==> src/mfd_pkg.sv <==
// ----------------------------------------------------------------------------
// Modulated feedback delay package
// Shared constants, configuration record and saturation helpers.
// ----------------------------------------------------------------------------
package mfd_pkg;

   // Default sizes of the delay ring and the sine quantizer.
   localparam int unsigned DEF_RING_FRAMES     = 4096;
   localparam int unsigned DEF_MAX_CHANNELS    = 2;
   localparam int unsigned DEF_SINE_TABLE_BITS = 10;

   // Configuration port.
   localparam int unsigned CSR_INDEX_W = 3;
   localparam int unsigned CSR_DATA_W  = 32;

   localparam logic [CSR_INDEX_W-1:0] REG_DRY_GAIN   = 3'd0;
   localparam logic [CSR_INDEX_W-1:0] REG_WET_GAIN   = 3'd1;
   localparam logic [CSR_INDEX_W-1:0] REG_FB_GAIN    = 3'd2;
   localparam logic [CSR_INDEX_W-1:0] REG_BASE_DELAY = 3'd3;
   localparam logic [CSR_INDEX_W-1:0] REG_MOD_DEPTH  = 3'd4;
   localparam logic [CSR_INDEX_W-1:0] REG_LFO_STEP   = 3'd5;
   localparam logic [CSR_INDEX_W-1:0] REG_CHANNELS   = 3'd6;

   // Sample and accumulator widths.
   localparam int unsigned SAMPLE_W = 16;
   localparam int unsigned ACC_W    = 24;

   // Quarter-wave sine polynomial coefficients, Q15.
   localparam int unsigned SIN_A = 51472;
   localparam int unsigned SIN_B = 21024;
   localparam int unsigned SIN_C = 2320;

   // Depth of the queue between front and back.
   localparam int unsigned QUEUE_DEPTH = 2;

   typedef struct packed {
      logic [15:0] dry_gain;
      logic [15:0] wet_gain;
      logic [15:0] feedback_gain;
      logic [19:0] base_delay;
      logic [19:0] mod_depth;
      logic [31:0] lfo_step;
      logic [3:0]  active_channels;
   } cfg_type;

   // Saturate to the signed range of a ring word.
   function automatic logic signed [ACC_W-1:0] sat_acc(input logic signed [31:0] v);
      logic signed [ACC_W-1:0] r;
      if (v > 32'sd8388607) begin
         r = 24'sh7FFFFF;
      end else if (v < -32'sd8388608) begin
         r = 24'sh800000;
      end else begin
         r = v[ACC_W-1:0];
      end
      return r;
   endfunction

   // Saturate to the signed range of an output sample.
   function automatic logic signed [SAMPLE_W-1:0] sat_out(input logic signed [31:0] v);
      logic signed [SAMPLE_W-1:0] r;
      if (v > 32'sd32767) begin
         r = 16'sh7FFF;
      end else if (v < -32'sd32768) begin
         r = 16'sh8000;
      end else begin
         r = v[SAMPLE_W-1:0];
      end
      return r;
   endfunction

endpackage

==> src/mfd_front.sv <==
// ----------------------------------------------------------------------------
// Modulated feedback delay front end
// Accepts requests, tracks channel, frame and LFO phase, and tags each
// sample with the position it belongs to.
// ----------------------------------------------------------------------------
module mfd_front #(
   parameter int unsigned RING_FRAMES  = mfd_pkg::DEF_RING_FRAMES,
   parameter int unsigned MAX_CHANNELS = mfd_pkg::DEF_MAX_CHANNELS,
   parameter int unsigned ITEM_W       = 64
) (
   input  logic                              clock,
   input  logic                              reset,
   input  mfd_pkg::cfg_type                  cfg,
   input  logic                              clear_done,
   input  logic                              req_tvalid,
   output logic                              req_tready,
   input  logic [mfd_pkg::SAMPLE_W-1:0]      req_tdata,
   input  logic                              queue_ready,
   output logic                              queue_push,
   output logic [ITEM_W-1:0]                 queue_item
);
   import mfd_pkg::*;

   localparam int unsigned FRAME_W = $clog2(RING_FRAMES);
   localparam int unsigned CH_W    = (MAX_CHANNELS > 1) ? $clog2(MAX_CHANNELS) : 1;

   logic [CH_W-1:0]    ch_ff, ch_in;
   logic [FRAME_W-1:0] frame_ff, frame_in;
   logic [31:0]        phase_ff, phase_in;

   logic [3:0]         chans;
   logic               wrap_first;
   logic [CH_W-1:0]    cur_ch;
   logic [FRAME_W-1:0] cur_frame;
   logic [31:0]        cur_phase;
   logic [3:0]         next_ch;
   logic               new_frame;

   function automatic logic [FRAME_W-1:0] frame_inc(input logic [FRAME_W-1:0] f);
      logic [FRAME_W-1:0] r;
      if (f == FRAME_W'(RING_FRAMES - 1)) begin
         r = '0;
      end else begin
         r = f + 1'b1;
      end
      return r;
   endfunction

   // Effective channel count.
   always_comb begin
      if (cfg.active_channels == 4'd0) begin
         chans = 4'd1;
      end else if (cfg.active_channels > 4'(MAX_CHANNELS)) begin
         chans = 4'(MAX_CHANNELS);
      end else begin
         chans = cfg.active_channels;
      end
   end

   // Close a frame left open by a lowered channel count, then tag the sample.
   always_comb begin
      wrap_first = 4'(ch_ff) >= chans;
      cur_ch     = wrap_first ? '0 : ch_ff;
      cur_frame  = wrap_first ? frame_inc(frame_ff) : frame_ff;
      cur_phase  = wrap_first ? phase_ff + cfg.lfo_step : phase_ff;
      new_frame  = (cur_ch == '0);
      next_ch    = 4'(cur_ch) + 4'd1;
      if (next_ch >= chans) begin
         ch_in    = '0;
         frame_in = frame_inc(cur_frame);
         phase_in = cur_phase + cfg.lfo_step;
      end else begin
         ch_in    = CH_W'(next_ch);
         frame_in = cur_frame;
         phase_in = cur_phase;
      end
   end

   assign req_tready = clear_done && queue_ready;
   assign queue_push = req_tvalid && req_tready;
   assign queue_item = {cur_phase, new_frame, cur_frame, cur_ch, req_tdata};

   always_ff @(posedge clock) begin
      if (reset) begin
         ch_ff    <= '0;
         frame_ff <= '0;
         phase_ff <= '0;
      end else if (queue_push) begin
         ch_ff    <= ch_in;
         frame_ff <= frame_in;
         phase_ff <= phase_in;
      end
   end

endmodule

==> config.mk <==
export PLATFORM = sky130hd
export DESIGN_NAME = mfd_front
export DESIGN_NICKNAME = d
export VERILOG_FILES = /design/src/mfd_pkg.sv /design/src/mfd_front.sv
export SDC_FILE = /design/constraint.sdc
export NUM_CORES = 1
export LEC_CHECK = 0
export ABC_AREA = 1
export ABC_CLOCK_PERIOD_IN_PS = 6750
export BUFFER_PORTS_ARGS = -buffer_cell sky130_fd_sc_hd__buf_2
export CAP_MARGIN = 5
export CORE_ASPECT_RATIO = 1.25
export CORE_UTILIZATION = 59
export DETAILED_ROUTE_END_ITERATION = 8
export PLACE_DENSITY = 0.92
export SYNTH_ARGS = -nofsm -noshare
export SYNTH_HDL_FRONTEND = slang
export SYNTH_SLANG_ARGS = --single-unit
==> constraint.sdc <==
create_clock -name clock -period 6.75 [get_ports clock]
set_input_delay 0.675 -clock clock [delete_from_list [all_inputs] [get_ports clock]]
set_output_delay 0.675 -clock clock [all_outputs]
set_load 0.03 [all_outputs]
# Yosys cells after proc, flatten, opt, wreduce, memory -nomap -nowiden

Cells that the tools add are included.

Logic and storage cells: 27
Bits of input ports: 145
Output and inout port bits: 66
Register bits: 45

Add/subtract/negate cells: 5
$lt $le $gt $ge: 3
Reductions and logical operators: 3
Bitwise operators: 1
Multiplexer cells: 10
Equality and inequality tests: 2

Operators with widths:

| kind                  | number |
|---|---|
| $add 32x32->32        | 2 |
| $mux 32               | 2 |
| $mux 12               | 4 |
| $add 12x1->12 const B | 2 |
| $eq 12x12->1 const B  | 2 |
| $mux 4                | 2 |
| $ge 1x4->1            | 1 |
| $ge 2x4->1            | 1 |
| $gt 4x2->1 const B    | 1 |
| $logic_not 4->1       | 1 |
| $add 1x1->2 const B   | 1 |
| $logic_and 1x1->1     | 2 |
| $mux 1                | 2 |
| $not 1->1             | 1 |

# Depth between registers and ports, before layout

Word-level depth: 8
Depth in mapped cells: 32
Depth with buffers taken out: 32

# Least setup slack after synthesis

OpenSTA, ideal clock, no wires.

Kind: input to register
Start: input cfg[2] (netlist bit)
End: register phase_ff[31]
Setup time: 0.118 ns
Path buffers: 4
Cell stages on the path: 30
Setup slack: 2.349 ns
Arrival time: 4.282 ns
Required time: 6.632 ns
Path through: nor2_1 -> nand2_1 -> inv_1 -> ha_1 -> inv_1 -> nand2_1 -> inv_1 -> nor2_2 -> buf_6 -> buf_4 -> buf_2 -> clkbuf_1 -> a21boi_0 -> ha_1 -> nand2_1 -> inv_1 -> nand2_1 -> nand2_1 -> nand2_1 -> nand2_1 -> inv_1 -> nor2_1 -> nor2_1 -> nand2_1 -> nand2_1 -> nand3_1 -> nand3_1 -> nand2_1 -> nor2_1 -> nor2_1

Elaborated cells on any way between the ends: 11
Those cells by class: add/sub: 2; order compare: 3; mux: 5; reduce/logical: 1

RTL lines:

| item                 | line            | source |
|---|---|---|
| start, declared      | mfd_front.sv:13 | `input mfd_pkg::cfg_type cfg,` |
| $gt 4x2->1           | mfd_front.sv:53 | `end else if (cfg.active_channels > 4'(MAX_CHANNELS)) begin` |
| $mux 4               | mfd_front.sv:53 |  |
| $mux 4 *             | mfd_front.sv:51 | `if (cfg.active_channels == 4'd0) begin` |
| $ge 1x4->1 *         | mfd_front.sv:62 | `wrap_first = 4'(ch_ff) >= chans;` |
| $mux 32 *            | mfd_front.sv:65 | `cur_phase = wrap_first ? phase_ff + cfg.lfo_step : phase_ff;` |
| via queue_item[48]   | mfd_front.sv:20 | `output logic [ITEM_W-1:0] queue_item` |
| $add 32x32->32 *     | mfd_front.sv:71 | `phase_in = cur_phase + cfg.lfo_step;` |
| $mux 32 *            | mfd_front.sv:68 | `if (next_ch >= chans) begin` |
| end signal, assigned | mfd_front.sv:91 | `phase_ff <= phase_in;` |
| end, declared        | mfd_front.sv:29 | `logic [31:0] phase_ff, phase_in;` |

Mark *: on every way through the listed nets, which the timed path passes. The rest lies on a longest branch.
A chain may end at the register's enable or synchronous reset.

# Worst setup path after layout

Start: input cfg[2] (netlist bit)
End: register phase_ff[18]

Longest elaborated chain between the ends: 8
Elaborated cells on any way between the ends: 11
Those cells by class: add/sub: 2; order compare: 3; mux: 5; reduce/logical: 1

RTL lines:

| item                                                                   | line |
|---|---|
| $gt 4x2->1                                                             | mfd_front.sv:53 |
| $mux 4                                                                 | mfd_front.sv:53 |
| $mux 4 *                                                               | mfd_front.sv:51 |
| parallel branches: the longest is 4 deep, another holds $add 32x32->32 | - |
| $mux 32 *                                                              | mfd_front.sv:68 |

Mark *: on every way between the ends.

==> run summary <==
The run gives 35,620 µm as the first-pass GRT wire length. For the initial core utilization, the log shows 60.68%. Cell accounting for the most synthesized area: sky130_fd_sc_hd__nand2_1. The pre-antenna-repair detailed-routing pass consisted of 6 iterations. The clock slew at the register clock pins of the worst setup and hold paths was 70 ps. The critical path contains buffers and inverters numbering 6 combined. By count the netlist is led by sky130_fd_sc_hd__nand2_1, sky130_fd_sc_hd__inv_1, sky130_fd_sc_hd__nor2_1. The overflow left after global routing was 0; the mapped cell area was 0.007380 mm².

The ratio of total power to cell area was 114.3 mW/mm². Of the post-synthesis cell area, the part taken by muxes is 0.6952%. Via count of the first global-routing pass: 7,967. Of the total synthesized cell area, the portion taken by full adders, half adders and majority gates is 13.09%. The simple logic cell fraction of the synthesized area was 41.45%.

TritonCTS built the clock tree. At the placement stage, the worst setup path has a slack of 1946 ps. The count of warnings emitted by yosys came out at 0.

The slew at the pin closest to its max-slew limit works out to 906.9 ps. Counting flops and latches in the post-synthesis netlist gives 45. The layout overhead on the synthesized area was 7.562%; the weighted congestion reported at the end of routability-driven placement was 0.9586. Cells fill 65.27% of the core in the end. The initialized floorplan defines 45 standard-cell rows. The minimum clock period after layout is 4574 ps, and the worst max-slew margin expressed relative to the limit is 39.54%. Between clock sinks in the finished design, the worst skew comes to 5.223 ps.

In the routed layout, each cell is associated on average with a via count of 5.639. The average detailed-routed wire length per instance is 14.51 µm. The tools report the number of buffers on the longest clock path as 2. The tools report the final hold violation count as 0.

The run finished with clean final reports. The number of buffers added to fix hold violations after cts is 0, and the total count of max-transition violations in the final report is 0. For the worst-skew pair, the clock arrives at the later sink with an insertion delay of 290 ps. The run gives 211 as the top-level I/O count.

Setup repair after global routing left no endpoint under its margin. The tool flagged a number of max-cap violations equal to 0. The total clock buffers created by CTS came out at 5. Cells with a size suffix above 1 make up 10.72% of the layout. The number of input and output port buffers inserted was 87; the number of nets with antenna violations after routing was 0.

The core region is 0.01216 mm². In this run, post-CTS repair resized a total of 0 instances. The slowest cell on the critical path is sky130_fd_sc_hd__nor2_4.

Primary flip-flop cell chosen by synthesis mapping: sky130_fd_sc_hd__dfxtp_1. The maximum frequency from static timing analysis came out at 218.6 MHz. The critical path is of the input port to register type.

The H-tree was split into 2 levels. The wire-length estimate of the detail-placed layout is 17,890 µm. Die area: 0.01296 mm². Of all flip-flops after synthesis, the portion carrying an async set or reset was 0%.

At the worst endpoint, the required time is 6890 ps. STA classifies the critical path startpoint as an input port. Across all layers, the routed design uses 8,656 vias.

The logs give 0 for the initial antenna violation count and 485.4 ps for the final-layout worst hold slack. The static leakage is 4.369 nW, and the final-stage net count is 1,592. IR analysis of the VDD net gives a maximum drop of 93.18 µV. The xor and xnor area share after synthesis was 2.984%.

Synthesis instantiated 43 different standard cells from the library. Worst path setup slack after routing: 2176 ps. In this design, the stage delay of the slowest critical-path cell is 680 ps. The synthesized netlist devotes 16.14% of its cell area to compound gates. The tree is rooted in a sky130_fd_sc_hd__clkbuf_16. The post-CTS setup buffer count was 0.

The vertical die dimension was 127.0 µm; the total routing usage reported by global routing was 34.48%. The top cell type by area accounts for 20.24% of the synthesized area. Synthesis produced a netlist whose cell count is 1,318. In the routed design, unresolved DRC markers number 0.

In the global route stage, met3 resource usage came out at 4.486%. After layout, the worst path uses 67.77% of the clock period. Entering global routing, the biggest net connects 44 pins.

met2 is the most crowded layer. Setup violations remaining at the end of the flow were counted as 0. Global routing used 41.01% of the available met1 tracks. In this run the worst hold path is classified as register to register. The sequential-to-total area share from yosys stat was 12.21%; the number of enable flip-flop cells after synthesis was 0. The average cell area after synthesis is 5.599 µm². The tools report the number of design-rule violations left by the first detailed-router iteration as 702. Of all nets on the critical path, the largest fanout is 43. STA classifies the critical path endpoint as a register.

In the post-synthesis netlist, the cell with the most instances is sky130_fd_sc_hd__nand2_1. The floorplan die width is 102.0 µm, and the TritonCTS sink count is 45. The run gives 0.0009076 W as the post-route total power. Wires add up to 22,280 µm. The tools report the total negative setup slack as 0 ps.

The run gives 4720 ps as the data arrival time of the worst path. The repair_antennas step left the layout with diodes totalling 0. On the critical path the largest part of the delay comes from simple AND/OR/NAND/NOR gates. The cell repeated most along the worst path is sky130_fd_sc_hd__nand2_1. The largest family of logic cells by synthesized area is simple AND/OR/NAND/NOR gates.

For this run, global-route usage on met2 was measured as 59.53%. Yosys attributes the largest share of cell area to sky130_fd_sc_hd__nand2_1, sky130_fd_sc_hd__ha_1, sky130_fd_sc_hd__dfxtp_1, sky130_fd_sc_hd__inv_1, sky130_fd_sc_hd__nand3_1.
## stage by stage
stage / instances / instance area (µm²)
after floorplan: 1319 / 7383
after global placement: 1528 / 7795
after detailed placement: 1528 / 7795
after CTS: 1535 / 7938
after global routing: 1535 / 7938
final: 1535 / 7938
## layout make-up
type	count	area, µm²
well taps	164	205.2
clock buffers	7	142.6
inverters	194	728.2
fillers	1211	4224
multi-input cells	1035	5503
flip-flops and latches	45	900.9
repair buffers	90	457.9
## layout by cell type (no fill, tap or decap), types with 3 or more instances in the layout
| master | count |
|---|---|
| sky130_fd_sc_hd__nand2_1 | 398 |
| sky130_fd_sc_hd__inv_1 | 190 |
| sky130_fd_sc_hd__nor2_1 | 124 |
| sky130_fd_sc_hd__nand3_1 | 114 |
| sky130_fd_sc_hd__a21oi_1 | 107 |
| sky130_fd_sc_hd__buf_2 | 87 |
| sky130_fd_sc_hd__ha_1 | 74 |
| sky130_fd_sc_hd__o21ai_0 | 53 |
| sky130_fd_sc_hd__dfxtp_1 | 45 |
| sky130_fd_sc_hd__or2_2 | 23 |
| sky130_fd_sc_hd__nand4_1 | 13 |
| sky130_fd_sc_hd__xor2_1 | 13 |
| sky130_fd_sc_hd__o21bai_1 | 12 |
| sky130_fd_sc_hd__a31oi_1 | 11 |
| sky130_fd_sc_hd__a21o_1 | 10 |
| sky130_fd_sc_hd__xnor2_1 | 9 |
| sky130_fd_sc_hd__a21boi_0 | 9 |
| sky130_fd_sc_hd__nand3b_1 | 8 |
| sky130_fd_sc_hd__nor3_1 | 8 |
| sky130_fd_sc_hd__nand2_2 | 7 |
| sky130_fd_sc_hd__nor2_4 | 6 |
| sky130_fd_sc_hd__and2_1 | 5 |
| sky130_fd_sc_hd__clkbuf_16 | 5 |
| sky130_fd_sc_hd__mux2i_1 | 4 |
| sky130_fd_sc_hd__inv_2 | 4 |
| sky130_fd_sc_hd__o21a_1 | 3 |
| sky130_fd_sc_hd__o21ai_2 | 3 |
| sky130_fd_sc_hd__nor2_2 | 3 |
| sky130_fd_sc_hd__buf_4 | 3 |
## tightest hold or removal path, cell delays in order, from the launching register on
cell	delay (ps)
sky130_fd_sc_hd__dfxtp_1	320
sky130_fd_sc_hd__nand2_1	60
sky130_fd_sc_hd__a21oi_1	60
## power by group
| part | leakage, nW | switching (W) | total (W) | internal, W |
|---|---|---|---|---|
| clock network | 0.0700 | 0.000110 | 0.000256 | 0.000146 |
| registers | 0.364 | 0.00000530 | 0.000277 | 0.000271 |
| logic | 3.94 | 0.000254 | 0.000375 | 0.000121 |
| total | 4.37 | 0.000369 | 0.000908 | 0.000538 |
## layer usage
layer  vias to the layer above  part of all wire [%]
met4                         0                   4.5
li1                       4326                     -
met5                         -                     0
met1                      3888                    41
met2                       368                    47
met3                        74                   7.7
## logic make-up after synthesis
kind of cell    Yosys count
fa+ha+maj                76
simple gates            715
flops                    45
other cells               1
buf+inv                 239
mux                       5
compound gates          214
xor+xnor                 23
## registers in the layout, indices dropped and copies added (netlist names)
signal    count
frame_ff     12
phase_ff     32
ch_ff         1
## worst paths after layout
kind                                          startpoint  slack (ps)  cells after the start                        end
worst max-delay path                              cfg[2]        2180                     26  phase_ff[18]$_SDFFE_PP0P_
worst min-delay path                  ch_ff$_SDFFE_PP0P_         490                      2         ch_ff$_SDFFE_PP0P_
worst max register to register  phase_ff[0]$_SDFFE_PP0P_        2400                     29  phase_ff[31]$_SDFFE_PP0P_
worst min register to register        ch_ff$_SDFFE_PP0P_         490                      2         ch_ff$_SDFFE_PP0P_
No activity file was read; power rests on OpenSTA's default activity.
