File: src/mfd_pkg.sv
// ----------------------------------------------------------------------------
// Modulated feedback delay package
// Shared constants, configuration record and saturation helpers.
// ----------------------------------------------------------------------------
package mfd_pkg;

   // Default sizes of the delay ring and the sine quantizer.
   localparam int unsigned DEF_RING_FRAMES     = 4096;
   localparam int unsigned DEF_MAX_CHANNELS    = 2;
   localparam int unsigned DEF_SINE_TABLE_BITS = 10;

   // Configuration port.
   localparam int unsigned CSR_INDEX_W = 3;
   localparam int unsigned CSR_DATA_W  = 32;

   localparam logic [CSR_INDEX_W-1:0] REG_DRY_GAIN   = 3'd0;
   localparam logic [CSR_INDEX_W-1:0] REG_WET_GAIN   = 3'd1;
   localparam logic [CSR_INDEX_W-1:0] REG_FB_GAIN    = 3'd2;
   localparam logic [CSR_INDEX_W-1:0] REG_BASE_DELAY = 3'd3;
   localparam logic [CSR_INDEX_W-1:0] REG_MOD_DEPTH  = 3'd4;
   localparam logic [CSR_INDEX_W-1:0] REG_LFO_STEP   = 3'd5;
   localparam logic [CSR_INDEX_W-1:0] REG_CHANNELS   = 3'd6;

   // Sample and accumulator widths.
   localparam int unsigned SAMPLE_W = 16;
   localparam int unsigned ACC_W    = 24;

   // Quarter-wave sine polynomial coefficients, Q15.
   localparam int unsigned SIN_A = 51472;
   localparam int unsigned SIN_B = 21024;
   localparam int unsigned SIN_C = 2320;

   // Depth of the queue between front and back.
   localparam int unsigned QUEUE_DEPTH = 2;

   typedef struct packed {
      logic [15:0] dry_gain;
      logic [15:0] wet_gain;
      logic [15:0] feedback_gain;
      logic [19:0] base_delay;
      logic [19:0] mod_depth;
      logic [31:0] lfo_step;
      logic [3:0]  active_channels;
   } cfg_type;

   // Saturate to the signed range of a ring word.
   function automatic logic signed [ACC_W-1:0] sat_acc(input logic signed [31:0] v);
      logic signed [ACC_W-1:0] r;
      if (v > 32'sd8388607) begin
         r = 24'sh7FFFFF;
      end else if (v < -32'sd8388608) begin
         r = 24'sh800000;
      end else begin
         r = v[ACC_W-1:0];
      end
      return r;
   endfunction

   // Saturate to the signed range of an output sample.
   function automatic logic signed [SAMPLE_W-1:0] sat_out(input logic signed [31:0] v);
      logic signed [SAMPLE_W-1:0] r;
      if (v > 32'sd32767) begin
         r = 16'sh7FFF;
      end else if (v < -32'sd32768) begin
         r = 16'sh8000;
      end else begin
         r = v[SAMPLE_W-1:0];
      end
      return r;
   endfunction

endpackage

File: src/mfd_queue.sv
// ----------------------------------------------------------------------------
// Modulated feedback delay queue
// Short first-in first-out queue that decouples front and back.
// ----------------------------------------------------------------------------
module mfd_queue #(
   parameter int unsigned ITEM_W = 64
) (
   input  logic              clock,
   input  logic              reset,
   input  logic              push,
   input  logic [ITEM_W-1:0] push_item,
   output logic              push_ready,
   input  logic              pop,
   output logic              pop_valid,
   output logic [ITEM_W-1:0] pop_item
);
   import mfd_pkg::*;

   localparam int unsigned PTR_W = $clog2(QUEUE_DEPTH);
   localparam int unsigned CNT_W = $clog2(QUEUE_DEPTH + 1);

   logic [ITEM_W-1:0] slot_ff [QUEUE_DEPTH];
   logic [PTR_W-1:0]  wr_ff, wr_in;
   logic [PTR_W-1:0]  rd_ff, rd_in;
   logic [CNT_W-1:0]  count_ff, count_in;
   logic              do_push, do_pop;

   assign push_ready = count_ff != CNT_W'(QUEUE_DEPTH);
   assign pop_valid  = count_ff != '0;
   assign pop_item   = slot_ff[rd_ff];
   assign do_push    = push && push_ready;
   assign do_pop     = pop && pop_valid;

   // Pointer and fill bookkeeping.
   always_comb begin
      wr_in    = wr_ff;
      rd_in    = rd_ff;
      count_in = count_ff;
      if (do_push) begin
         wr_in = (wr_ff == PTR_W'(QUEUE_DEPTH - 1)) ? '0 : wr_ff + 1'b1;
      end
      if (do_pop) begin
         rd_in = (rd_ff == PTR_W'(QUEUE_DEPTH - 1)) ? '0 : rd_ff + 1'b1;
      end
      if (do_push && !do_pop) begin
         count_in = count_ff + 1'b1;
      end else if (do_pop && !do_push) begin
         count_in = count_ff - 1'b1;
      end
   end

   always_ff @(posedge clock) begin
      if (reset) begin
         wr_ff    <= '0;
         rd_ff    <= '0;
         count_ff <= '0;
      end else begin
         wr_ff    <= wr_in;
         rd_ff    <= rd_in;
         count_ff <= count_in;
      end
   end

   // Payload slots need no reset.
   always_ff @(posedge clock) begin
      if (do_push) begin
         slot_ff[wr_ff] <= push_item;
      end
   end

endmodule

File: config.mk
export PLATFORM = sky130hd
export DESIGN_NAME = mfd_queue
export DESIGN_NICKNAME = d
export VERILOG_FILES = /design/src/mfd_pkg.sv /design/src/mfd_queue.sv
export SDC_FILE = /design/constraint.sdc
export NUM_CORES = 1
export LEC_CHECK = 0
export BUFFER_PORTS_ARGS = -buffer_cell sky130_fd_sc_hd__buf_2
export CAP_MARGIN = 20
export CORE_ASPECT_RATIO = 1.25
export CORE_MARGIN = 2
export CORE_UTILIZATION = 55
export DETAILED_ROUTE_END_ITERATION = 10
export PLACE_DENSITY = 0.92
export SYNTH_ARGS = -nofsm -noshare
export SYNTH_HDL_FRONTEND = slang
export SYNTH_SLANG_ARGS = --single-unit
File: constraint.sdc
create_clock -name clock -period 5.94 [get_ports clock]
set_input_delay 0.594 -clock clock [delete_from_list [all_inputs] [get_ports clock]]
set_output_delay 0.594 -clock clock [all_outputs]
set_load 0.02 [all_outputs]
[After elaboration in Yosys (flattened, before gate mapping)]
Memory sizes are Yosys's and may differ from the RTL's. A register that Yosys moved wholly into a read port is not among the register bits.
Index checks and enable logic that the tools add are counted.
Word-level totals
  register bits after elaboration: 4
  bits in latches: 0
  memory bits (writable): 128
  ROM bits: 0
  input bits: 68
  output and inout bits: 66
  logic and storage cells: 25
  memories: 1
Memories
  slot_ff: depth 2, bits a word 64, read ports 1, clocked after Yosys merged registers in 1, write ports 1, line mfd_queue.sv:22  | logic [ITEM_W-1:0] slot_ff [QUEUE_DEPTH];
Cells by class
  add/sub/neg operators: 4
  multipliers: 0
  div/mod/pow operators: 0
  magnitude comparators: 0
  equal/unequal tests: 1
  shift operators: 0
  mux-type cells: 8
  bitwise operators: 0
  reduce and logical (&&, ||, !) cells: 8
Operator list (count)
  1-bit two-way mux: 6
  1-bit logical AND: 4
  2-bit two-way mux: 2
  2-bit nonzero test: 2
  1-bit adder (second input constant): 2
  2-bit by 1-bit adder with 2-bit output (second input constant): 1
  1-bit logical NOT: 2
  2-bit inequality test (second input constant): 1
  2-bit by 1-bit subtractor with 2-bit output (second input constant): 1

[Depth between registers and ports, before layout]
Gate-level depths: netlist (run 1).
  word-level depth: 6
  depth in mapped cells: 6
  mapped depth without buffers: 6

[Least setup slack after synthesis (run 1)]
OpenSTA, ideal clock, no wires.
  kind: register to register
  start: register count_ff[0]
  end: memory slot_ff[1][0], enable pin
  library setup time: 0.429 ns
  arrival: 2.281 ns
  required time: 5.511 ns
  path slack: 3.230 ns
  cell stages (with the launch flop): 3
  buffers on the path: 0
  period minus slack after synthesis: 2.710 ns
  cell sequence: dfxtp_1 -> nand2b_1 -> and3_1
Between the ends
  cells in the longest elaborated chain, start to end: 4
RTL lines
  from (decl): line mfd_queue.sv:25  | logic [CNT_W-1:0] count_ff, count_in;
  from (signal assigned): line mfd_queue.sv:60  | count_ff <= count_in;
  2-bit inequality test: line mfd_queue.sv:28  | assign push_ready = count_ff != CNT_W'(QUEUE_DEPTH);
  named net push_ready: line mfd_queue.sv:12  | output logic push_ready,
  1-bit logical AND: line mfd_queue.sv:31  | assign do_push = push && push_ready;
  1-bit two-way mux: line mfd_queue.sv:66  | if (do_push) begin
  1-bit two-way mux (implied by the code): line mfd_queue.sv:67  | slot_ff[wr_ff] <= push_item;
  to (decl): line mfd_queue.sv:22
The timed path passes the listed nets, and every way through them passes these cells.

==> impl_metrics.env, run 1 <==
export IMPL_run_status="complete, no violations"
export IMPL_layout_common_cells="133 x buf_2, 128 x edfxtp_1, 64 x mux2_2"
export IMPL_drt_first_pass_iters=4
export IMPL_p_per_area_mw_per_mm2=472
export IMPL_hold_buffers=0
export IMPL_whs_ns=0.274
export IMPL_drive_gt1_share_pct=60.4
export IMPL_viasPerCell=4.98
export IMPL_core_mm2=0.00861
export IMPL_clk_pin_slew_ns=0.06
export IMPL_postCtsSetupBuffers=0
export IMPL_initial_core_util_pct=56.2
export IMPL_drv_cap=0
export IMPL_final_common_cell="buf_2"
export IMPL_clk_latency_ns=0.51
export IMPL_crit_path_max_incr_delay_ns=0.74
export IMPL_r2r_start="count_ff[0]$_SDFFE_PP0P_"
export IMPL_ant_nets=0
export IMPL_grt_total_usage_pct=17.7
export IMPL_antenna_cells=0
export IMPL_syn_inst=223
export IMPL_slew_violations=0
export IMPL_leakage_nw=2.35
export IMPL_grt_pass1_vias=2531
export IMPL_drt_initial_drc_count=176
export IMPL_setup_viol=0
export IMPL_period_minus_slack_ns=2.95
export IMPL_vias=2510
export IMPL_portBuffers=133
export IMPL_wl_per_cell_um=16.6
export IMPL_tightest_slew_ns=0.843
export IMPL_setup_slack_ns=2.99
export IMPL_die_w_um=87.9
export IMPL_synth_seq_area_share_pct=81.5
export IMPL_die_h_um=109
export IMPL_gp_congestion=0.707
export IMPL_synth_nets=292
export IMPL_grt_met1_usage_pct=19.2
export IMPL_rsz0062_at_grt="no"
export IMPL_end_kind="output port"
export IMPL_vdd_drop_max_v=0.000366
export IMPL_post_dp_hpwl_um=5320
export IMPL_hold_path_class="in2reg"
export IMPL_ys_ff_latch=133
export IMPL_grt_first_pass_wirelength_um=12000
export IMPL_antenna_found_initial=1
export IMPL_relSlewSlack_pct=43.8
export IMPL_htree_levels=4
export IMPL_clk_path_buf_depth=2
export IMPL_syn2layout_area_growth_pct=28.5
export IMPL_cp_required_ns=5.35
export IMPL_grtUsageMet2_pct=29.6
export IMPL_cts_buffers=17
export IMPL_syn_area_per_cell_um2=21.7
export IMPL_use_met3_pct=7.04
export IMPL_final_hold_viol_count=0
export IMPL_die_area_mm2=0.00957
export IMPL_critPathMaxFanout=36
export IMPL_place_inst=472
export IMPL_io_pins=134
export IMPL_synth_cell_type_count=18
export IMPL_post_cts_resized=0
export IMPL_synth_area_mm2=0.00484
export IMPL_endpoint="pop_item[47]"
export IMPL_placed_cell_area_mm2=0.00563
export IMPL_drc=0
export IMPL_fin_crit_sh_pct=49.6
export IMPL_layoutNonFillerInstCount=504
export IMPL_cts_tree="built"
export IMPL_rows=38
export IMPL_grt_max_degree=65
export IMPL_rr_endpoint="slot_ff[1][42]$_DFFE_PP_"
export IMPL_post_place_ws_ns=3.46
export IMPL_fillers=545
export IMPL_synth_warnings=0
export IMPL_rr_worst_depth=3
export IMPL_setup_worst_path_start_class="register"
export IMPL_cts_root_buffer="clkbuf_8"
export IMPL_grt_busiest_layer="met2"
export IMPL_cp_slowest_cell="dfxtp_2"
export IMPL_worstSetupPathType="reg2out"
export IMPL_rrSetupSlack_ns=4.06
export IMPL_fin_worst_skew_ns=0.00590
export IMPL_timing_critical_path_cells="buf_4, mux2_2, buf_2"
export IMPL_fmaxAchievable_mhz=339
export IMPL_critPathArrivalTime_ns=2.35
export IMPL_fin_nets=440
export IMPL_cts_num_sinks=133
export IMPL_fin_area_mm2=0.00621
export IMPL_whs_path_depth=1
export IMPL_setup_tns_ns=0
export IMPL_grt_overflow=0
export IMPL_wl_um=8360
area by class of cell:
| class | count | area (µm²) | area share, % |
|---|---|---|---|
| clock buffers | 20 | 425 | 6.85 |
| clock inverters | 12 | 160 | 2.58 |
| inverters | 1 | 3.75 | 0.0604 |
| multi-input cells | 82 | 841 | 13.5 |
| flip-flops and latches | 133 | 3950 | 63.5 |
| well taps | 120 | 150 | 2.42 |
| repair buffers | 136 | 688 | 11.1 |
flip-flops by register name, indices dropped and copies added (netlist names), named ones only:
signal	cells
rd_ff	1
count_ff	2
wr_ff	1
slot_ff	128
worst min path at each step:
stage	start	endpoint	slack [ns]
2_1_floorplan	count_ff[1]$_SDFFE_PP0P_	count_ff[1]$_SDFFE_PP0P_	0.47
3_3_place_gp	rd_ff$_SDFFE_PP0P_	rd_ff$_SDFFE_PP0P_	0.49
3_5_place_dp	rd_ff$_SDFFE_PP0P_	rd_ff$_SDFFE_PP0P_	0.50
4_1_cts	push_item[28]	slot_ff[0][28]$_DFFE_PP_	0.25
5_1_grt	push_item[28]	slot_ff[0][28]$_DFFE_PP_	0.25
6_report	push_item[25]	slot_ff[0][25]$_DFFE_PP_	0.27
power by group:
part	internal, mW	switching [mW]
Combinational	0.279	0.400
Clock	0.673	0.346
Sequential	1.18	0.0574
layer usage:
layer,share of wire [%],routed length [µm]
met5,0.13,11
met1,38,3200
met2,53,4460
met3,6.4,536
met4,1.8,151
worst max-delay path: cells and delay by family, from the launching register on:
| family | cells | cell delay (ns) |
|---|---|---|
| mux | 1 | 0.40 |
| flops | 1 | 0.74 |
| buf+inv | 2 | 0.69 |
cell usage after synthesis:
cell type,instances,area share (%)
or2_2,1,0.13
ha_1,1,0.26
and2_1,1,0.13
buf_4,6,0.93
a21oi_1,2,0.21
nor2_1,3,0.23
dfxtp_1,5,2.1
xor2_1,3,0.54
nand3b_1,1,0.16
buf_2,1,0.10
or3_1,1,0.13
a21bo_2,1,0.21
o21ai_0,2,0.21
mux2_2,64,15
nand2b_1,1,0.13
inv_1,1,0.078
and3_1,1,0.13
edfxtp_1,128,79
cell families (layout without fill, tap and decap cells):
group / after synthesis / in the layout / share of synthesized area [%]
adder cells (fa/ha/maj): 1 / 1 / 0.259
XOR/XNOR: 3 / 3 / 0.543
flip-flops: 133 / 133 / 81.5
buffers and inverters: 8 / 169 / 1.11
AO/OA/AOI/OAI: 5 / 5 / 0.621
multiplexers: 64 / 64 / 14.9
AND/OR/NAND/NOR: 9 / 9 / 1.04
through the flow:
stage | power (mW) | util [%]
floorplan | 1.73 | -
global placement | 1.92 | 65.4
detailed placement | 1.94 | 65.4
CTS | 2.96 | 72.2
global route | 3.05 | 72.2
finish | 2.93 | 72.2
Note: power is estimated with default switching activity, not from simulation.
==> run 2: changes to the inputs <==
Settings changed: CORE_UTILIZATION 55 to 52, PLACE_DENSITY 0.92 to 0.88.
Clock period 5.94 ns to 2.9 ns, I/O delays scaled along.
==> run 2 against run 1 <==
Net effect: routed wire length fell by 1.1%; flip-flop and latch count unchanged; clock skew hardly changed; global-route usage is 0.67 points lower; non-clock buffer count increased by 2; critical path type is now reg2reg.
==> impl_metrics.env, run 2 (synthesis results as in run 1) <==
export IMPL_run_status="complete, no violations"
export IMPL_drv_cap=0
export IMPL_layoutNonFillerInstCount=509
export IMPL_relSlewSlack_pct=53.5
export IMPL_clk_pin_slew_ns=0.05
export IMPL_multi_input_area_um2=841
export IMPL_cts_tree="built"
export IMPL_setup_viol=0
export IMPL_fin_nets=442
export IMPL_fin_total_pwr_mw=6.11
export IMPL_tightest_slew_ns=0.697
export IMPL_rr_endpoint="slot_ff[0][54]$_DFFE_PP_"
export IMPL_clk_path_buf_depth=2
export IMPL_fmaxAchievable_mhz=500
export IMPL_crit_path_max_incr_delay_ns=0.46
export IMPL_slew_violations=0
export IMPL_vias=2534
export IMPL_largest_register_ffs=128
export IMPL_pwr_share_clk_pct=35.5
export IMPL_power_frac_seq_pct=40.4
export IMPL_rrSetupSlack_ns=0.90
export IMPL_grt_overflow=0
export IMPL_antenna_cells=0
export IMPL_fin_worst_skew_ns=0.00551
export IMPL_switchingPower_mw=1.69
export IMPL_grt_total_usage_pct=17.0
export IMPL_netSwitchingFraction_pct=27.6
export IMPL_cts_num_sinks=133
export IMPL_period_minus_slack_ns=2.00
export IMPL_rsz0062_at_grt="no"
export IMPL_cts_buffers=17
export IMPL_worstSetupPathType="reg2reg"
export IMPL_postCtsSetupBuffers=0
export IMPL_grt_first_pass_wirelength_um=12600
export IMPL_power_frac_comb_pct=24.0
export IMPL_rows=39
export IMPL_wl_um=8270
export IMPL_fillers=610
export IMPL_route_met3_wl_um=550
export IMPL_portBuffers=133
export IMPL_cp_startpoint="count_ff[0]$_SDFFE_PP0P_"
export IMPL_final_common_cell="buf_2"
export IMPL_antenna_found_initial=0
export IMPL_top_register="slot_ff"
export IMPL_wl_met2_um=4410
export IMPL_syn2layout_area_growth_pct=29.9
export IMPL_ant_nets=0
export IMPL_layout_common_cells="133 x buf_2, 128 x edfxtp_1, 64 x mux2_2"
export IMPL_min_from="push_item[11]"
export IMPL_whs_path_depth=1
export IMPL_hold_path_class="in2reg"
export IMPL_timing_critical_path_cells="nand2b_1, nand3b_1, inv_2, buf_4"
export IMPL_die_h_um=112
export IMPL_drt_first_pass_iters=4
export IMPL_r2r_start="count_ff[0]$_SDFFE_PP0P_"
export IMPL_critPathBufInv=2
export IMPL_viasPerCell=4.98
export IMPL_top_layer_used="met4"
export IMPL_cts_root_buffer="clkbuf_16"
export IMPL_wl_per_cell_um=16.2
export IMPL_htree_levels=4
export IMPL_place_inst=477
export IMPL_die_area_mm2=0.0101
export IMPL_wl_met1_um=3110
export IMPL_seqCellArea_mm2=0.00395
export IMPL_drive_gt1_share_pct=61.1
export IMPL_leakage_nw=2.38
export IMPL_drt_initial_drc_count=141
export IMPL_post_cts_resized=0
export IMPL_fin_area_mm2=0.00628
export IMPL_fin_crit_sh_pct=69.0
export IMPL_drc=0
export IMPL_rr_worst_depth=4
export IMPL_end_kind="register"
export IMPL_placed_cell_area_mm2=0.00567
export IMPL_cp_required_ns=2.97
export IMPL_cp_slowest_cell="inv_2"
export IMPL_critPathArrivalTime_ns=2.08
export IMPL_grt_max_degree=65
export IMPL_final_hold_viol_count=0
export IMPL_initial_core_util_pct=53.3
export IMPL_core_mm2=0.00908
export IMPL_clk_latency_ns=0.40
export IMPL_reg_largest_list="slot_ff x128, count_ff x2"
export IMPL_setup_tns_ns=0
export IMPL_post_dp_hpwl_um=5340
export IMPL_critPathMaxFanout=27
export IMPL_hold_path_end="slot_ff[1][11]$_DFFE_PP_"
export IMPL_io_pins=134
export IMPL_setup_worst_path_start_class="register"
export IMPL_vdd_drop_max_v=0.000767
export IMPL_grt_pass1_vias=2601
export IMPL_hold_buffers=0
export IMPL_die_w_um=90.3
export IMPL_gp_congestion=0.676
export IMPL_p_per_area_mw_per_mm2=973
export IMPL_critical_path_top_delay_family="buffers and inverters"
export IMPL_p_int_mw=4.43
run 2: cell types whose count changed in the layout (fill, tap and decap cells not counted), moves of 2 or more:
cell        delta
clkinvlp_4     +2
clkbuf_1       -3
buf_12         +2
clkinv_2       -2
run 2: power groups by stage:
stage / registers (mW) / logic [mW] / clock network [mW]
floorplan: 2.50 / 1.05 / 0
detailed placement: 2.51 / 1.49 / 0
CTS: 2.47 / 1.49 / 2.21
global route: 2.49 / 1.57 / 2.30
global placement: 2.49 / 1.46 / 0
finish: 2.47 / 1.47 / 2.17
run 2: how the worst max path moves through the flow:
stage	to	slack, ns	depth (start not counted)
after global routing	slot_ff[0][54]$_DFFE_PP_	0.75	4
after global placement	slot_ff[0][54]$_DFFE_PP_	0.98	4
final	slot_ff[0][54]$_DFFE_PP_	0.90	4
after detailed placement	slot_ff[0][50]$_DFFE_PP_	0.87	4
after floorplan	slot_ff[1][0]$_DFFE_PP_	0.19	2
after CTS	slot_ff[0][54]$_DFFE_PP_	0.86	4
run 2: cell type report:
type	instances	area share, %
Tap cell	123	2.45
Timing Repair Buffer	138	11.6
Inverter	1	0.0597
Clock buffer	17	6.77
Multi-Input combinational cell	82	13.4
Clock inverter	15	2.97
Sequential cell	133	62.8
run 2: per-stage QoR:
step | setup slack [ns] | util, % | hold WS, ns
floorplan | 0.190 | - | 0.359
global placement | 0.980 | 62.5 | 0.479
detailed placement | 0.868 | 62.5 | 0.481
CTS | 0.864 | 69.2 | 0.0521
global route | 0.753 | 69.2 | 0.0437
finish | 0.900 | 69.2 | 0.0676
run 2: routing by layer:
metal	up-vias	GRT usage (%)
met3	18	7.71
met4	0	8.51
met1	1235	18.3
met5	-	0
li1	1184	-
met2	97	28.5
==> run 3: changes to the inputs <==
Settings changed: ABC_AREA set to 1, CORE_UTILIZATION 52 to 47, PLACE_DENSITY 0.88 to 0.84.
Clock period 2.9 ns to 1.8 ns, I/O delays scaled along.
==> run 3 against run 2 <==
Net effect: non-clock buffer count grew 68; clock skew up 0.0017 ns; clock-buffer cell count increased by 3; routed wire length grew 19%; first-iteration DRC count is 2.8% higher; synthesized area is 6.7% higher; critical path type is now reg2out; critical endpoint is now pop_item[7]; largest power group unchanged; highest routed layer unchanged.
==> impl_metrics.env, run 3 <==
export IMPL_layout_common_cells="133 x buf_2, 128 x edfxtp_1, 64 x dlygate4sd3_1"
export IMPL_synth_cell_type_count=14
export IMPL_io_pins=134
export IMPL_hold_path_class="in2reg"
export IMPL_fin_area_mm2=0.00730
export IMPL_synthArstFlopShare_pct=0
export IMPL_relSlewSlack_pct=84.7
export IMPL_seqCellArea_mm2=0.00395
export IMPL_yosysTopAreaCellShare_pct=74.5
export IMPL_grt_total_usage_pct=17.4
export IMPL_wl_um=9880
export IMPL_leakage_nw=2.93
export IMPL_final_hold_viol_count=0
export IMPL_cts_num_sinks=133
export IMPL_p_per_area_mw_per_mm2=1430
export IMPL_antenna_found_initial=0
export IMPL_rr_worst_depth=10
export IMPL_vdd_drop_max_v=0.000982
export IMPL_fillers=693
export IMPL_final_common_cell="buf_2"
export IMPL_fin_worst_skew_ns=0.00720
export IMPL_setup_worst_path_start_class="register"
export IMPL_htree_levels=4
export IMPL_whs_path_depth=4
export IMPL_cts_buffers=17
export IMPL_drv_cap=0
export IMPL_syn2layout_area_growth_pct=41.5
export IMPL_ys_ff_latch=133
export IMPL_cts_tree="built"
export IMPL_power_frac_seq_pct=38.8
export IMPL_critPathArrivalTime_ns=1.54
export IMPL_end_kind="output port"
export IMPL_core_mm2=0.0107
export IMPL_yosysMostFrequentCell="edfxtp_1"
export IMPL_p_int_mw=7.64
export IMPL_synthTopCellsByArea="edfxtp_1 74%, mux2_4 17%, buf_12 2.3%"
export IMPL_multi_input_area_mm2=0.00108
export IMPL_portBuffers=133
export IMPL_setup_viol=0
export IMPL_place_inst=501
export IMPL_tightest_slew_ns=0.230
export IMPL_pwr_share_clk_pct=34.7
export IMPL_ant_nets=0
export IMPL_synth_area_mm2=0.00516
export IMPL_reg_largest_list="slot_ff x128, count_ff x2"
export IMPL_synth_common_cells="128 x edfxtp_1, 60 x mux2_4, 9 x nand2_1, 8 x inv_1, 7 x nor2_1"
export IMPL_syn_inst=236
export IMPL_largest_register_ffs=128
export IMPL_critPathMaxFanout=25
export IMPL_run_status="complete, no violations"
export IMPL_layoutNonFillerInstCount=598
export IMPL_drt_initial_drc_count=145
export IMPL_synth_nets=305
export IMPL_syn_area_per_cell_um2=21.9
export IMPL_rrSetupSlack_ns=0.42
export IMPL_drc=0
export IMPL_min_from="reset"
export IMPL_wl_per_cell_um=16.5
export IMPL_die_h_um=121
export IMPL_hold_path_end="count_ff[1]$_SDFFE_PP0P_"
export IMPL_clk_path_buf_depth=2
export IMPL_rsz0062_at_grt="no"
export IMPL_r2r_start="count_ff[0]$_SDFFE_PP0P_"
export IMPL_gp_congestion=0.718
export IMPL_grt_overflow=0
export IMPL_synth_seq_area_share_pct=76.4
export IMPL_grt_max_degree=37
export IMPL_fin_nets=523
export IMPL_placed_cell_area_mm2=0.00602
export IMPL_drt_first_pass_iters=4
export IMPL_initial_core_util_pct=48.4
export IMPL_die_w_um=97.7
export IMPL_rows=42
export IMPL_clk_latency_ns=0.41
export IMPL_switchingPower_mw=2.83
export IMPL_utilization_pct=68.4
export IMPL_worstSetupPathType="reg2out"
export IMPL_synth_warnings=0
export IMPL_netSwitchingFraction_pct=27.0
export IMPL_power_frac_comb_pct=26.4
export IMPL_fmaxAchievable_mhz=582
export IMPL_slew_violations=0
export IMPL_grt_first_pass_wirelength_um=15200
export IMPL_synth_top_flop_cell="edfxtp_1"
export IMPL_yosysTopAreaCell="edfxtp_1"
export IMPL_post_dp_hpwl_um=5920
export IMPL_viasPerCell=4.83
export IMPL_drive_gt1_share_pct=51.3
export IMPL_antenna_cells=0
export IMPL_setup_tns_ns=0
export IMPL_grt_pass1_vias=3122
export IMPL_fin_crit_sh_pct=95.5
export IMPL_period_minus_slack_ns=1.72
export IMPL_cts_root_buffer="clkbuf_16"
export IMPL_die_area_mm2=0.0118
export IMPL_cp_required_ns=1.62
export IMPL_vias=2889
export IMPL_top_register="slot_ff"
export IMPL_clk_pin_slew_ns=0.06
export IMPL_rr_endpoint="count_ff[1]$_SDFFE_PP0P_"
export IMPL_fin_total_pwr_mw=10.5
export IMPL_synth_edf_count=128
[run 3: cell count changes after synthesis, moves of 6 or more]
cell / delta
buf_4: -6
buf_12: +6
nand2_1: +9
mux2_2: -60
inv_1: +7
mux2_4: +60
[run 3: final cells by class]
| class | count | share of cell area (%) |
|---|---|---|
| Multi-Input combinational cell | 88 | 14.9 |
| Inverter | 8 | 0.411 |
| Clock buffer | 20 | 5.98 |
| Timing Repair Buffer | 206 | 19.9 |
| Sequential cell | 133 | 54.1 |
| Clock inverter | 11 | 2.50 |
| Tap cell | 132 | 2.26 |
[run 3: logic make-up after synthesis]
logic type / count (synthesis) / share of synthesized area, %
and+or+nand+nor: 19 / 1.48
DFF: 133 / 76.4
buffers and inverters: 15 / 3.13
muxes: 64 / 18.3
adders and majority gates: 1 / 0.242
AOI/OAI and AO/OA: 4 / 0.388
[run 3: power groups by stage]
stage          sequential [mW]  clock [mW]  combinational, mW
2_1_floorplan             4.08           0               2.01
3_3_place_gp              4.11           0               2.58
3_5_place_dp              4.15           0               2.63
4_1_cts                   4.07        3.69               2.79
5_1_grt                   4.10        3.84               2.94
6_report                  4.06        3.63               2.77
[run 3: worst max-delay path by stage]
stage / from / endpoint / slack, ns
after global placement: register / pop_item[49] / 0.38
final: register / pop_item[7] / 0.08
after CTS: register / pop_item[52] / 0.05
after floorplan: count_ff[0]$_SDFFE_PP0P_ / slot_ff[0][0]$_DFFE_PP_ / -0.13
after global routing: register / pop_item[52] / 0.02
after detailed placement: register / pop_item[49] / 0.37
[run 3: what timing repair did]
action | 4_1_cts | 5_1_grt
hold buffers | 64 | 0
setup buffers | 2 | 0
gates resized for setup | 1 | 0
endpoints found under the setup margin | 56 | 0
hold endpoints to repair | 128 | 0
[run 3: worst max-delay path: stages (launching register included)]
cell	delay (ns)
dfxtp_4	0.40
buf_12	0.23
mux2_4	0.32
buf_2	0.16
[run 3: per-layer routing]
layer / up-vias / routed length [µm] / share of wire (%) / GRT usage, %
li1: 1350 / - / - / -
met3: 14 / 519 / 5.3 / 5.65
met1: 1420 / 3770 / 38 / 18.5
met5: - / 0 / 0 / 0
met2: 105 / 5410 / 55 / 31.5
met4: 0 / 174 / 1.8 / 7.73
[run 3: stage by stage]
step / hold WS (ns) / worst slack (ns)
6_report: 0.0635 / 0.0803
5_1_grt: 0.0594 / 0.0187
3_5_place_dp: 0.372 / 0.372
4_1_cts: 0.0346 / 0.0545
2_1_floorplan: 0.279 / -0.134
3_3_place_gp: 0.367 / 0.383
